[src/hw/rtl/adaptive_proposal_scale_top_defines.svh]
// Assertion macros shared by the adaptive proposal scale RTL.
// No dependencies; included by files that carry concurrent checks.
`ifndef ADAPTIVE_PROPOSAL_SCALE_TOP_DEFINES_SVH
`define ADAPTIVE_PROPOSAL_SCALE_TOP_DEFINES_SVH

// condition holds at every clock edge out of reset
`define APS_ASSERT_ALWAYS(label, clk, rst, cond, msg) \
   label: assert property (@(posedge clk) disable iff (rst) (cond)) else $error(msg);

// consequent holds in the same cycle as the antecedent
`define APS_ASSERT_IMPLY(label, clk, rst, ante, cons, msg) \
   label: assert property (@(posedge clk) disable iff (rst) (ante) |-> (cons)) else $error(msg);

// consequent holds in the cycle after the antecedent
`define APS_ASSERT_NEXT(label, clk, rst, ante, cons, msg) \
   label: assert property (@(posedge clk) disable iff (rst) (ante) |=> (cons)) else $error(msg);

`endif

[src/hw/rtl/aps_pkg.sv]
// Shared constants, codes and control structs for the adaptive proposal scale block.
// No dependencies; imported by the interfaces, the multiplier, the divider, the top and the testbench.
package aps_pkg;

   localparam int unsigned RATE_W  = 16;
   localparam int unsigned EMA_W   = 17;
   localparam int unsigned SCALE_W = 24;

   // serial multiplier: multiplicand x multiplier, one multiplier bit per cycle
   localparam int unsigned MUL_A_W   = 24;
   localparam int unsigned MUL_B_W   = 17;
   localparam int unsigned MUL_P_W   = MUL_A_W + MUL_B_W;
   localparam int unsigned MUL_CNT_W = $clog2(MUL_B_W);

   // restoring divider: one quotient bit per cycle
   localparam int unsigned DIV_Q_W   = 24;
   localparam int unsigned DIV_R_W   = 17;
   localparam int unsigned DIV_CNT_W = 5;

   localparam int unsigned THR_W = 37;

   localparam logic [EMA_W-1:0]   Q16_ONE      = 17'd65536;
   localparam logic [SCALE_W-1:0] SCALE_RESET  = 24'd1048576;
   localparam logic [SCALE_W-1:0] SCALE_MIN    = 24'd105;
   localparam logic [SCALE_W-1:0] SCALE_MAX    = 24'd10485760;
   localparam logic [EMA_W-1:0]   EMA_RESET    = 17'd15073;
   localparam logic [EMA_W-1:0]   WEIGHT_RESET = 17'd131;
   localparam logic [RATE_W-1:0]  TARGET_RESET = 16'd15335;
   localparam logic [RATE_W-1:0]  LRATE_RESET  = 16'd3277;
   localparam logic [RATE_W-1:0]  PERIOD_RESET = 16'd1000;

   localparam logic [17:0] WEIGHT_NUM = 18'd131072;
   localparam logic [DIV_CNT_W-1:0] WEIGHT_ITERS = 5'd17;
   localparam logic [DIV_CNT_W-1:0] SCALE_ITERS  = 5'd24;

   // thresholds: 0.952381 and 1.05 of target, compared exactly
   localparam logic [19:0] BELOW_EMA_K = 20'd1000000;
   localparam logic [19:0] BELOW_TGT_K = 20'd952381;
   localparam logic [6:0]  ABOVE_EMA_K = 7'd100;
   localparam logic [6:0]  ABOVE_TGT_K = 7'd105;

   typedef enum logic [1:0] {
      CSR_TARGET = 2'd0,
      CSR_LRATE  = 2'd1,
      CSR_PERIOD = 2'd2
   } csr_index_type;

   typedef enum logic {
      OP_ACCEPT = 1'b0,
      OP_UPDATE = 1'b1
   } op_type;

   typedef struct packed {
      logic               start;
      logic [MUL_A_W-1:0] a;
      logic [MUL_B_W-1:0] b;
   } mul_req_type;

   typedef struct packed {
      logic                 start;
      logic [DIV_CNT_W-1:0] iters;
      logic [DIV_R_W-1:0]   rem;
      logic [DIV_Q_W-1:0]   num;
      logic [DIV_R_W-1:0]   divisor;
   } div_req_type;

endpackage

[src/hw/rtl/aps_div.sv]
// Restoring divider, one quotient bit per cycle; numerator bits shift in from a register.
// Depends on aps_pkg for widths and the request struct.
module aps_div import aps_pkg::*; (
   input  logic               clock,
   input  logic               reset,
   input  div_req_type        req,
   output logic               done,
   output logic [DIV_Q_W-1:0] quotient
);

   logic [DIV_R_W-1:0]   rem_ff;
   logic [DIV_Q_W-1:0]   q_ff;
   logic [DIV_R_W-1:0]   dvs_ff;
   logic [DIV_CNT_W-1:0] cnt_ff;
   logic                 busy_ff;
   logic                 done_ff;
   logic [DIV_R_W:0]     shifted_in;
   logic [DIV_R_W+1:0]   trial_in;
   logic                 fits_in;
   logic [DIV_R_W-1:0]   rem_in;

   assign shifted_in = {rem_ff, q_ff[DIV_Q_W-1]};
   assign trial_in   = {1'b0, shifted_in} - {2'b00, dvs_ff};
   assign fits_in    = ~trial_in[DIV_R_W+1];
   assign rem_in     = fits_in ? trial_in[DIV_R_W-1:0] : shifted_in[DIV_R_W-1:0];

   always_ff @(posedge clock) begin
      if (reset) begin
         busy_ff <= 1'b0;
         done_ff <= 1'b0;
         cnt_ff  <= '0;
      end else begin
         done_ff <= 1'b0;
         if (req.start) begin
            rem_ff  <= req.rem;
            q_ff    <= req.num;
            dvs_ff  <= req.divisor;
            cnt_ff  <= req.iters - 1'b1;
            busy_ff <= 1'b1;
         end else if (busy_ff) begin
            rem_ff <= rem_in;
            q_ff   <= {q_ff[DIV_Q_W-2:0], fits_in};
            if (cnt_ff == '0) begin
               busy_ff <= 1'b0;
               done_ff <= 1'b1;
            end else begin
               cnt_ff <= cnt_ff - 1'b1;
            end
         end
      end
   end

   assign done     = done_ff;
   assign quotient = q_ff;

endmodule

[config.mk]
export PLATFORM = sky130hd
export DESIGN_NAME = aps_div
export DESIGN_NICKNAME = d
export VERILOG_FILES = /design/src/hw/rtl/adaptive_proposal_scale_top_defines.svh /design/src/hw/rtl/aps_pkg.sv /design/src/hw/rtl/aps_div.sv
export SDC_FILE = /design/constraint.sdc
export NUM_CORES = 1
export LEC_CHECK = 0
export ABC_AREA = 0
export ABC_CLOCK_PERIOD_IN_PS = 3300
export BUFFER_PORTS_ARGS = -buffer_cell sky130_fd_sc_hd__buf_4
export CORE_ASPECT_RATIO = 0.5
export CORE_MARGIN = 2
export CORE_UTILIZATION = 54
export CTS_CLUSTER_DIAMETER = 120
export DETAILED_ROUTE_END_ITERATION = 10
export GPL_TIMING_DRIVEN = 0
export PLACE_DENSITY = 0.85
export RECOVER_POWER = 100
export SYNTH_ARGS = -nofsm -noshare
export SYNTH_HDL_FRONTEND = slang
export SYNTH_SLANG_ARGS = --single-unit
[constraint.sdc]
create_clock -name clock -period 3.3 [get_ports clock]
set_input_delay 0.33 -clock clock [delete_from_list [all_inputs] [get_ports clock]]
set_output_delay 0.33 -clock clock [all_outputs]
set_load 0.01 [all_outputs]
==> results.py <==
metrics = {
    "global_route": {
        "grt_max_degree": 29,
        "overflow": 0,
        "antenna_found_initial": 0,
        "grt_pass1_wl_um": 14000,
        "globalRouteTotalUtil_pct": 24.3,
        "first_global_vias": 2943,
    },
    "place": {
        "gp_congestion": 0.914,
        "pre_cts_slack_ns": 0.201,
        "numPortBuffers": 88,
        "hpwl_um": 6210,
        "dpl_cell_area_um2": 4550,
    },
    "synth": {
        "synth_nets": 419,
        "syn_avg_cell_area_um2": 11.2,
        "netlist-cell-type-count": 53,
        "synth-edff-count": 58,
        "seq_area_frac_synth_pct": 50.2,
        "yosys_warnings": 0,
        "ys_ff_latch": 65,
        "synth_ff_type": "edfxtp_1",
        "syn_inst": 334,
        "syn_area_um2": 3750,
        "async_reset_ff_share_pct": 0,
    },
    "die": {
        "start_util_pct": 55.9,
        "io_pins": 91,
        "die_w_um": 122,
        "die_h_um": 62.9,
        "num_rows": 21,
        "core_um2": 6700,
        "die-area_um2": 7660,
    },
    "critical_path": {
        "crit_start": "quotient[23]$_DFFE_PP_",
        "r2r_cells": 12,
        "cp-endpoint": "rem_ff[6]$_DFFE_PP_",
        "cp_data_arrival_time_ns": 3.22,
        "cpMostUsedCell": "inv_1",
        "cp_slowest_cell": "fa_1",
        "path_class": "register to register",
        "cp-start-kind": "register",
        "crit_chain": "inv_1 > ha_1 > inv_1 > fa_1 > a21o_1 > a221oi_4 > o22ai_1 > or3_1 > buf_2 > buf_6 > mux2i_2 > a21oi_1",
        "max_stage_delay_ns": 0.41,
        "r2r_slack_ns": 0.14,
        "path_depth": 12,
        "cp.required_ns": 3.35,
        "critPathMaxFanout": 10,
        "worst-path-buf-inv": 4,
        "cp_top_family": "compound AO/OA/AOI/OAI gates",
        "r2r-end": "rem_ff[6]$_DFFE_PP_",
        "r2r-start": "quotient[23]$_DFFE_PP_",
        "cp-end-kind": "register",
    },
    "cts": {
        "clock-sinks": 65,
        "cts_tree": "done",
        "clk_latency_ns": 0.33,
        "holdBufCountCts": 0,
        "cts_made_buffers": 9,
        "clkTransAtPathRegs_ns": 0.06,
        "cts_buffer_depth": 2,
        "ctsRootBufferMaster": "clkbuf_16",
        "cts_max_level": 3,
    },
    "sta": {
        "period_needed_ns": 3.16,
        "worst_slew_pin_slew_ns": 1.62,
        "fin_crit_sh_pct": 95.8,
        "grt_setup_unrepaired": "no",
        "drv_slew": 18,
        "whs_ns": 0.196,
        "setup_viol": 0,
        "max_clock_freq_ghz": 0.316,
        "final.setup_skew_ns": 0.00740,
        "finalHoldViolCount": 0,
        "maxSlewHeadroom_pct": -8.67,
        "setup_slack_ns": 0.137,
    },
    "route": {
        "drtIter0Drc": 256,
        "ant_nets": 0,
        "via_count": 3023,
        "drt_first_pass_iters": 4,
        "routed_wl_um": 8790,
        "wl_per_cell_um": 16.5,
        "via_per_inst": 5.66,
        "drc": 0,
    },
    "layout": {
        "drive_gt1_share_pct": 26.0,
        "num-nets-final": 522,
        "post-route-util_pct": 70.5,
        "n_antenna_cell": 0,
        "area_delta_synth_final_pct": 26.2,
        "nFillCells": 524,
        "final_area_um2": 4730,
        "layout_commonest_cell": "edfxtp_1",
        "final_cell_mix": "edfxtp_1, buf_4, clkbuf_1, nand2_1, mux2_2",
    },
    "job": {
        "max_cap_violations": 1,
    },
    "pwr": {
        "p_leak_nw": 1.93,
        "p_per_area_nw_per_um2": 534,
        "worst_ir_drop_vdd_mv": 0.270,
    },
    "run_status": {
        "status": "finished, violations left",
        "violations": "capacitance limit, slew limit",
    },
    "min_path": {
        "hp-class": "input port to register",
    },
}
Yosys cell counts (8+ instances only):
cell type | number | area, um2
mux2i_1 | 10 | 100
mux2_2 | 26 | 293
ha_1 | 18 | 225
nor2_1 | 14 | 52.6
nand2_1 | 27 | 101
inv_1 | 25 | 93.8
a21o_1 | 9 | 67.6
edfxtp_1 | 58 | 1740
o21ai_0 | 11 | 55.1
a21oi_1 | 25 | 125
clkbuf_1 | 10 | 37.5
xnor2_1 | 8 | 70.1
cells by family (layout without fill, tap and decap cells):
group	Yosys count	after routing	share of synthesized area (%)
compound gates	85	85	15.5
xor+xnor	15	15	3.51
fa+ha+maj	19	19	6.55
buf+inv	42	150	4.48
flops	65	65	50.2
mux	36	36	10.5
simple gates	72	72	9.29
flip-flops by register name, indices dropped and copies added (netlist names):
signal / count
quotient: 24
dvs_ff: 17
done: 1
cnt_ff: 5
busy_ff: 1
rem_ff: 17
power breakdown:
| part | switching, mW | internal [mW] |
|---|---|---|
| Sequential | 0.0386 | 0.994 |
| Combinational | 0.348 | 0.291 |
| Clock | 0.347 | 0.507 |
metal layers:
metal / share of wire [%] / track usage, % / vias to the layer above / routed length (um)
met5: 0 / 0 / - / 0
met4: 3.0 / 10.5 / 0 / 261
met3: 8.3 / 7.39 / 26 / 731
met2: 48 / 39.0 / 140 / 4180
met1: 41 / 30.4 / 1400 / 3610
li1: - / - / 1457 / -
layout make-up:
type | count | area, um2 | area share, %
Sequential cell | 65 | 1880 | 39.8
Multi-Input combinational cell | 227 | 1700 | 36.0
Timing Repair Buffer | 92 | 594 | 12.6
Clock buffer | 11 | 233 | 4.92
Tap cell | 92 | 115 | 2.44
Inverter | 25 | 93.8 | 1.99
Buffer | 17 | 73.8 | 1.56
Clock inverter | 5 | 33.8 | 0.715
how the worst min path moves through the flow:
| stage | cells after the start | slack, ns | end | startpoint |
|---|---|---|---|---|
| 3_3_place_gp | 2 | 0.46 | cnt_ff[0]$_SDFFE_PP0P_ | cnt_ff[0]$_SDFFE_PP0P_ |
| 6_report | 1 | 0.20 | dvs_ff[13]$_DFFE_PP_ | req[13] |
| 5_1_grt | 1 | 0.18 | dvs_ff[11]$_DFFE_PP_ | req[11] |
| 3_5_place_dp | 2 | 0.47 | cnt_ff[0]$_SDFFE_PP0P_ | cnt_ff[0]$_SDFFE_PP0P_ |
| 4_1_cts | 1 | 0.17 | dvs_ff[10]$_DFFE_PP_ | req[10] |
| 2_1_floorplan | 0 | 0.43 | dvs_ff[0]$_DFFE_PP_ | req[0] |
stage by stage:
stage	power [mW]	cells	TNS (ns)
floorplan	1.48	334	0
global placement	1.66	514	-29.21
detailed placement	1.68	515	0
CTS	2.54	531	0
global route	2.66	534	0
finish	2.52	534	0
repair_timing:
item	4_1_cts	5_1_grt
buffers inserted	0	3
resized for setup	0	1
endpoints found under the setup margin	0	1
endpoints found under the hold margin	0	0
(Power assumes the default switching activity.)
