--- src/hw/rtl/adaptive_proposal_scale_top_defines.svh ---
// Assertion macros shared by the adaptive proposal scale RTL.
// No dependencies; included by files that carry concurrent checks.
`ifndef ADAPTIVE_PROPOSAL_SCALE_TOP_DEFINES_SVH
`define ADAPTIVE_PROPOSAL_SCALE_TOP_DEFINES_SVH

// condition holds at every clock edge out of reset
`define APS_ASSERT_ALWAYS(label, clk, rst, cond, msg) \
   label: assert property (@(posedge clk) disable iff (rst) (cond)) else $error(msg);

// consequent holds in the same cycle as the antecedent
`define APS_ASSERT_IMPLY(label, clk, rst, ante, cons, msg) \
   label: assert property (@(posedge clk) disable iff (rst) (ante) |-> (cons)) else $error(msg);

// consequent holds in the cycle after the antecedent
`define APS_ASSERT_NEXT(label, clk, rst, ante, cons, msg) \
   label: assert property (@(posedge clk) disable iff (rst) (ante) |=> (cons)) else $error(msg);

`endif

--- src/hw/rtl/aps_pkg.sv ---
// Shared constants, codes and control structs for the adaptive proposal scale block.
// No dependencies; imported by the interfaces, the multiplier, the divider, the top and the testbench.
package aps_pkg;

   localparam int unsigned RATE_W  = 16;
   localparam int unsigned EMA_W   = 17;
   localparam int unsigned SCALE_W = 24;

   // serial multiplier: multiplicand x multiplier, one multiplier bit per cycle
   localparam int unsigned MUL_A_W   = 24;
   localparam int unsigned MUL_B_W   = 17;
   localparam int unsigned MUL_P_W   = MUL_A_W + MUL_B_W;
   localparam int unsigned MUL_CNT_W = $clog2(MUL_B_W);

   // restoring divider: one quotient bit per cycle
   localparam int unsigned DIV_Q_W   = 24;
   localparam int unsigned DIV_R_W   = 17;
   localparam int unsigned DIV_CNT_W = 5;

   localparam int unsigned THR_W = 37;

   localparam logic [EMA_W-1:0]   Q16_ONE      = 17'd65536;
   localparam logic [SCALE_W-1:0] SCALE_RESET  = 24'd1048576;
   localparam logic [SCALE_W-1:0] SCALE_MIN    = 24'd105;
   localparam logic [SCALE_W-1:0] SCALE_MAX    = 24'd10485760;
   localparam logic [EMA_W-1:0]   EMA_RESET    = 17'd15073;
   localparam logic [EMA_W-1:0]   WEIGHT_RESET = 17'd131;
   localparam logic [RATE_W-1:0]  TARGET_RESET = 16'd15335;
   localparam logic [RATE_W-1:0]  LRATE_RESET  = 16'd3277;
   localparam logic [RATE_W-1:0]  PERIOD_RESET = 16'd1000;

   localparam logic [17:0] WEIGHT_NUM = 18'd131072;
   localparam logic [DIV_CNT_W-1:0] WEIGHT_ITERS = 5'd17;
   localparam logic [DIV_CNT_W-1:0] SCALE_ITERS  = 5'd24;

   // thresholds: 0.952381 and 1.05 of target, compared exactly
   localparam logic [19:0] BELOW_EMA_K = 20'd1000000;
   localparam logic [19:0] BELOW_TGT_K = 20'd952381;
   localparam logic [6:0]  ABOVE_EMA_K = 7'd100;
   localparam logic [6:0]  ABOVE_TGT_K = 7'd105;

   typedef enum logic [1:0] {
      CSR_TARGET = 2'd0,
      CSR_LRATE  = 2'd1,
      CSR_PERIOD = 2'd2
   } csr_index_type;

   typedef enum logic {
      OP_ACCEPT = 1'b0,
      OP_UPDATE = 1'b1
   } op_type;

   typedef struct packed {
      logic               start;
      logic [MUL_A_W-1:0] a;
      logic [MUL_B_W-1:0] b;
   } mul_req_type;

   typedef struct packed {
      logic                 start;
      logic [DIV_CNT_W-1:0] iters;
      logic [DIV_R_W-1:0]   rem;
      logic [DIV_Q_W-1:0]   num;
      logic [DIV_R_W-1:0]   divisor;
   } div_req_type;

endpackage

--- src/hw/rtl/aps_mul.sv ---
// Bit-serial shift-add multiplier, one multiplier bit per cycle.
// Depends on aps_pkg for widths and the request struct.
module aps_mul import aps_pkg::*; (
   input  logic               clock,
   input  logic               reset,
   input  mul_req_type        req,
   output logic               done,
   output logic [MUL_P_W-1:0] product
);

   logic [MUL_A_W-1:0]   a_ff;
   logic [MUL_A_W-1:0]   hi_ff;
   logic [MUL_B_W-1:0]   lo_ff;
   logic [MUL_CNT_W-1:0] cnt_ff;
   logic                 busy_ff;
   logic                 done_ff;
   logic [MUL_A_W:0]     sum_in;

   // partial product enters the high half, the low half shifts right
   assign sum_in = {1'b0, hi_ff} + (lo_ff[0] ? {1'b0, a_ff} : '0);

   always_ff @(posedge clock) begin
      if (reset) begin
         busy_ff <= 1'b0;
         done_ff <= 1'b0;
         cnt_ff  <= '0;
      end else begin
         done_ff <= 1'b0;
         if (req.start) begin
            a_ff    <= req.a;
            hi_ff   <= '0;
            lo_ff   <= req.b;
            cnt_ff  <= MUL_CNT_W'(MUL_B_W - 1);
            busy_ff <= 1'b1;
         end else if (busy_ff) begin
            hi_ff <= sum_in[MUL_A_W:1];
            lo_ff <= {sum_in[0], lo_ff[MUL_B_W-1:1]};
            if (cnt_ff == '0) begin
               busy_ff <= 1'b0;
               done_ff <= 1'b1;
            end else begin
               cnt_ff <= cnt_ff - 1'b1;
            end
         end
      end
   end

   assign done    = done_ff;
   assign product = {hi_ff, lo_ff};

endmodule

--- config.mk ---
export PLATFORM = sky130hd
export DESIGN_NAME = aps_mul
export DESIGN_NICKNAME = d
export VERILOG_FILES = /design/src/hw/rtl/adaptive_proposal_scale_top_defines.svh /design/src/hw/rtl/aps_pkg.sv /design/src/hw/rtl/aps_mul.sv
export SDC_FILE = /design/constraint.sdc
export NUM_CORES = 1
export LEC_CHECK = 0
export BUFFER_PORTS_ARGS = -buffer_cell sky130_fd_sc_hd__buf_2
export CAP_MARGIN = 20
export CORE_MARGIN = 2
export CORE_UTILIZATION = 30
export DETAILED_ROUTE_END_ITERATION = 12
export GPL_ROUTABILITY_DRIVEN = 0
export PLACE_DENSITY_LB_ADDON = 0.2
export SLEW_MARGIN = 20
export SYNTH_ARGS = -nofsm -noshare
export SYNTH_HDL_FRONTEND = slang
export SYNTH_SLANG_ARGS = --single-unit
--- constraint.sdc ---
create_clock -name clock -period 8.43 [get_ports clock]
set_input_delay 1.686 -clock clock [delete_from_list [all_inputs] [get_ports clock]]
set_output_delay 1.686 -clock clock [all_outputs]
set_load 0.005 [all_outputs]
==> run summary, run 1 <==
Worst r2r dst = hi_ff[19]
Clk slew on worst S/H paths = 0.06 ns
Initial antenna violation count = 0
Nets = 512
PwrDens = 199.5 nW/um^2
Final period util = 0.4177
Starting Density = 0.3048
Status = finished, final reports clean
Leakage = 1.983 nW
N_diodes = 0
Post-DR wirelength/cell = 14.80 um
Startpoint types = flip-flop
Minimum clock period = 3.521 ns
Total GRT Usage = 0.1310
Critical path's top delay family = compound AO/OA/AOI/OAI gates
Yosys top cell area share = 0.4875
Clock buffer count from CTS = 9
Synth warn = 0
Slowest stage delay, CP = 0.71 ns
Crit-path slowest cell = edfxtp_1
Crit end category = flip-flop
Setup_tns = 0 ns
DRT iter0 DRCs = 108
HPWL Detailed = 6763 um
Vias per inst = 4.685
Cell area after synthesis = 4004 um^2
Worst Path Buf+Inv = 0
ANT nets after route = 0
Hold WC Path Type = reg -> reg
Clock insertion delay at the later pin of the skew report = 0.33 ns
Die X-Extent = 119.5 um
Final Cell Area = 4906 um^2
Root buf cell = clkbuf_16
Crit Path Class = reg -> reg
First-pass iteration count of the detailed router = 4
Vias = 2914
Clk sinks = 72
R2r setup slk = 4.91 ns
Post-synth EDFFs = 65
DRT Wirelength = 9207 um
Post-CTS sizing = 0
R2r startpoint = lo_ff[0]
Syn Nets = 427
Sequential-to-total area share from yosys stat = 0.5225
Unrepaired setup endpoints after global routing = no
Final hold vios = 0
Synth unique cells = 47
Die area = 14290 um^2
Clock Skew = 0.009714 ns
CP startpoint = lo_ff[0]
Total power = 0.9786 mW
I/O Buffers = 85
I/O Pins = 86
Max Freq = 284.0 MHz
Worst Max-Slew Pin Slew = 0.7601 ns
Syn Area/Cell = 11.25 um^2
Core region area = 13140 um^2
Post-synth top area cell = edfxtp_1
Hold Buf Count CTS = 0
Final worst setup slack = 4.909 ns
Critical Path, Cell by Cell = and2_1 -> ha_1 -> fa_1 -> a21o_1 -> a221o_1 -> a21oi_1 -> a21oi_1 -> a21oi_1 -> mux2_2
Largest net degree at the start of global routing = 57
Synth top area cells = edfxtp_1 (49%), ha_1 (8.1%), mux2_2 (5.6%), and2_1 (3.9%), nor2_1 (3.6%)
Post-CTS Setup Repair Bufs = 0
Die H = 119.5 um
Num rows = 42
Overflow after GRT = 0
DRC = 0
Asr flop ratio synth = 0
WP data required = 8.51 ns
Synth Register Bits = 72
Cell area after placement = 4626 um^2
Critical Path Stages = 9
P&R area growth vs syn = 22.53%
Setup-failing EPs final = 0
VDD IR-drop max = 0.07243 mV
Primary FF master, synth = edfxtp_1
Slew Viols, Final = 0
Synth Instances = 356
Crit path max fanout = 25
Layout cells sized above 1 = 0.2825
Max-slew headroom = 0.4933
First-pass GRT wire length = 14720 um
# H-tree levels = 3
Worst Path Arrival = 3.61 ns
Pre-CTS setup slack = 4.674 ns
TritonCTS clock tree = yes
Max Cap Viol = 0
Max clock buf depth = 2
Vias in the first global route = 2888
CP Capture Point = hi_ff[19]
Worst reg2reg path depth = 9
Hold path start = cnt_ff[1]
CP most frequent cell = a21oi_1
## cell usage after synthesis (6+ instances only)
master and number:
nor2b_1 12, a21o_1 7, xor2_1 7, xnor2_1 12
dfxtp_1 7, edfxtp_1 65, mux2_2 20, clkbuf_1 6
nand2_1 21, nor3_1 8, a21oi_1 27, inv_1 6
ha_1 26, o21ai_0 16, and2_1 25, nor2_1 38
## kinds of logic after synthesis
family                   count (synthesis)  synth area share
adder cells (fa/ha/maj)                 27           0.08625
XOR/XNOR                                19           0.04156
AND/OR/NAND/NOR                        123            0.1550
AO/OA/AOI/OAI                           74            0.1159
flip-flops                              72            0.5225
buffers and inverters                   20           0.01969
multiplexers                            21           0.05906
## sequential cells by signal, indices dropped and copies added, names as in the netlist
signal   count
a_ff        24
busy_ff      1
cnt_ff       5
hi_ff       24
lo_ff       17
done         1
## where the power goes
part / switching [mW] / internal [mW]
clock: 0.151 / 0.201
combinational: 0.104 / 0.0837
sequential: 0.0144 / 0.423
## worst min-delay path by stage
| stage | cells after the start | slack [ns] | endpoint |
|---|---|---|---|
| after floorplan | 1 | 0.48 | done |
| after global routing | 1 | 0.55 | done |
| after CTS | 2 | 0.52 | cnt_ff[1] |
| final | 2 | 0.52 | cnt_ff[1] |
| after global placement | 2 | 0.51 | cnt_ff[1] |
| after detailed placement | 1 | 0.51 | done |
## layout by cell type (no fill, tap or decap), types with 2 or more instances in the layout
master | Yosys | layout
a21o_1 | 7 | 7
a21oi_1 | 27 | 27
a22oi_1 | 2 | 2
a31oi_1 | 2 | 2
and2_1 | 25 | 25
and3_1 | 2 | 2
and4_1 | 3 | 3
buf_2 | 3 | 85
buf_4 | 0 | 3
clkbuf_16 | 0 | 9
clkinv_4 | 0 | 3
dfxtp_1 | 7 | 7
edfxtp_1 | 65 | 65
ha_1 | 26 | 26
inv_1 | 6 | 6
inv_6 | 0 | 2
mux2_2 | 20 | 20
nand2_1 | 21 | 21
nand2b_1 | 2 | 2
nand3_1 | 2 | 2
nand4_1 | 5 | 5
nor2_1 | 38 | 37
nor2b_1 | 12 | 11
nor3_1 | 8 | 8
o211ai_1 | 2 | 2
o21a_1 | 3 | 3
o21ai_0 | 16 | 16
o31ai_1 | 2 | 2
or3_1 | 2 | 2
xnor2_1 | 12 | 12
xor2_1 | 7 | 7
## area by class of cell
class	instances	area [um^2]
clock buffers	9	225.2
clock inverters	7	55.05
fillers	1370	8232
inverters	6	22.52
multi-input cells	264	1843
flip-flops and latches	72	2092
well taps	176	220.2
repair buffers	88	447.9
## worst register-to-register path: stages (launching register included)
cell	delay [ns]
edfxtp_1	0.71
and2_1	0.28
ha_1	0.22
fa_1	0.42
a21o_1	0.21
a221o_1	0.37
a21oi_1	0.25
a21oi_1	0.15
a21oi_1	0.28
mux2_2	0.37
## metal layers
layer  track usage  up-vias  wire (um)
met1        0.1877     1374       4679
met3       0.03184        5        357
met2        0.1961       59       4085
met5             0        -          0
met4       0.03971        0         85
li1              -     1476          -
## metrics by stage
stage | hold WS [ns] | util | cells
floorplan | 0.4831 | - | 356
global placement | 0.5060 | 0.3521 | 606
detailed placement | 0.5121 | 0.3521 | 606
CTS | 0.5232 | 0.3734 | 622
global route | 0.5454 | 0.3734 | 622
finish | 0.5179 | 0.3734 | 622
Power figures use the tool's default switching activity.
==> run 2: changes to the inputs <==
Clock period 8.43 ns to 2.9 ns, I/O delays scaled along.
==> run 2 against run 1 <==
Effect of this change: critical path depth rose by 1; sequential share of layout area fell by 4.3 points; global-route usage rose by 0.51 points; highest routed layer unchanged; count of clock-buffer cells in the layout rose by 2.
==> run summary, run 2 (synthesis gave the netlist of run 1 again) <==
VDD IR-drop max = 0.2789 mV (+290%)
Max clock buf depth = 2 (unchanged)
Worst Max-Slew Pin Slew = 0.4206 ns (-0.3395 ns)
Logic gate share of total power = 0.206 (+0.014)
WP data required = 3.00 ns (-5.51 ns)
Sequential fraction of design power = 0.391 (-0.056)
Post-DR wirelength/cell = 15.19 um (+2.6%)
Num rows = 42 (unchanged)
Minimum clock period = 2.845 ns (-0.6760 ns)
Root buf cell = clkbuf_16
Setup_tns = 0 ns (unchanged)
Die H = 119.5 um (unchanged)
Most frequent cells in the layout = buf_2 (85), edfxtp_1 (65), nor2_1 (37)
CP startpoint = lo_ff[0]
R2r startpoint = lo_ff[0]
Slew Viols, Final = 0 (unchanged)
Vias in the first global route = 3078 (+6.6%)
I/O Pins = 86 (unchanged)
DRT iter0 DRCs = 154 (+43%)
Dpl cells = 629 (+3.8%)
Die area = 14290 um^2 (unchanged)
Clk slew on worst S/H paths = 0.06 ns (about the same)
Status = finished, final reports clean
Worst Path Arrival = 2.94 ns (-0.67 ns)
DRT Wirelength = 9950 um (+8.1%)
First-pass iteration count of the detailed router = 4 (unchanged)
Clock power share = 0.403 (+0.043)
ANT nets after route = 0 (unchanged)
Final Cell Area = 5459 um^2 (+11%)
Vias per inst = 4.762 (+1.6%)
Overflow after GRT = 0 (unchanged)
# H-tree levels = 3 (unchanged)
Crit path max fanout = 4 (-84%)
P_int = 2.447 mW (+250%)
Final period util = 0.9811 (+0.5634)
Total GRT Usage = 0.1361 (+0.005078)
Setup-failing EPs final = 0 (unchanged)
Final worst setup slack = 0.05467 ns (-4.854 ns)
Starting Density = 0.3048 (unchanged)
Unrepaired setup endpoints after global routing = yes
Max-slew headroom = 0.7156 (+0.2224)
Initial antenna violation count = 0 (unchanged)
Max Freq = 351.5 MHz (+24%)
Startpoint types = flip-flop
Fin cells = 655 (+5.3%)
Final Util = 0.4155 (+0.04209)
Sw frac = 0.2496 (-0.02628)
Crit Path Class = reg -> reg
Biggest regs = a_ff: 24 flops, hi_ff: 24 flops, lo_ff: 17 flops
TritonCTS clock tree = yes
I/O Buffers = 85 (unchanged)
Layout cells sized above 1 = 0.3925 (+0.1100)
Hold Buf Count CTS = 0 (unchanged)
Hold path start = req[34]
Max Cap Viol = 0 (unchanged)
Clock insertion delay at the later pin of the skew report = 0.34 ns (about the same)
Layout fillers = 1299 (-5.2%)
Clock buffer count from CTS = 9 (unchanged)
Most common cell after layout, fill and taps aside = buf_2
First-pass GRT wire length = 15350 um (+4.3%)
Crit end category = flip-flop
Largest net degree at the start of global routing = 42 (-26%)
HPWL Detailed = 7113 um (+5.2%)
Nets = 545 (+6.4%)
Total net switching power = 0.8139 mW (+200%)
Pre-CTS setup slack = -0.05612 ns (-4.730 ns)
Final hold vios = 0 (unchanged)
N_diodes = 0 (unchanged)
P&R area growth vs syn = 36.34%
Core region area = 13140 um^2 (unchanged)
Leakage = 2.204 nW (+11%)
Clock Skew = 0.009832 ns (+0.0001185 ns)
Cell area after placement = 4830 um^2 (+4.4%)
Hold WC Path Type = in -> reg
Vias = 3119 (+7.0%)
Die X-Extent = 119.5 um (unchanged)
PwrDens = 597.4 nW/um^2 (+200%)
DRC = 0 (unchanged)
Clk sinks = 72 (unchanged)
run 2: cell count changes in the layout (fill, tap and decap cells not counted), moves of 2 or more:
cell       delta
a21oi_1       -9
a21oi_2       +8
buf_12        +2
buf_4        +28
bufinv_16     +3
clkbuf_16     +2
clkbuf_8      +2
clkinv_4      -3
ha_1         -11
ha_2          +5
ha_4          +6
inv_6         -2
run 2: metal layers:
layer  global-route usage  vias up  wire length, um
li1                     -     1547                -
met1               0.1896     1506             4830
met2               0.2086       57             4626
met3              0.02852        9              352
met5                    0        -                0
met4              0.05074        0              141
run 2: worst max-delay path: stages (launching register included):
cell and delay, ns:
edfxtp_1 0.40, buf_4 0.17, and2_1 0.14, ha_2 0.19, fa_2 0.37, a21o_1 0.18
a221o_1 0.35, a21oi_4 0.21, a21oi_2 0.10, a21oi_2 0.17, mux2_2 0.34
run 2: power by group through the flow:
stage | registers, mW | logic (mW) | clock network (mW)
after floorplan | 1.29 | 0.379 | 0
after global placement | 1.29 | 0.606 | 0
after detailed placement | 1.29 | 0.607 | 0
after CTS | 1.27 | 0.619 | 1.34
after global routing | 1.28 | 0.749 | 1.38
final | 1.27 | 0.673 | 1.31
run 2: layout make-up:
type	count	area, um^2	area share
Sequential cell	72	2092	0.3832
Multi-Input combinational cell	264	2009	0.3681
Timing Repair Buffer	121	759.5	0.1391
Clock buffer	11	252.7	0.04630
Tap cell	176	220.2	0.04034
Clock inverter	5	102.6	0.01879
Inverter	6	22.52	0.004126
run 2: final timing paths:
kind	endpoint	slack, ns	cells past startpoint
max	hi_ff[19]	0.05	10
min	a_ff[17]	0.41	1
max reg2reg	hi_ff[19]	0.05	10
min reg2reg	done	0.51	1
run 2: stage by stage:
step,power [mW],hold WS [ns]
CTS,3.228,0.4007
global route,3.408,0.4019
floorplan,1.666,0.4831
global placement,1.899,0.5015
finish,3.261,0.4125
detailed placement,1.900,0.5054
run 2: repair_timing:
| action | CTS | global route |
|---|---|---|
| setup buffers | 2 | 6 |
| pin swaps | 2 | 14 |
| setup endpoints to repair | 2 | 10 |
| gates cloned | 0 | 2 |
| resized for setup | 2 | 30 |
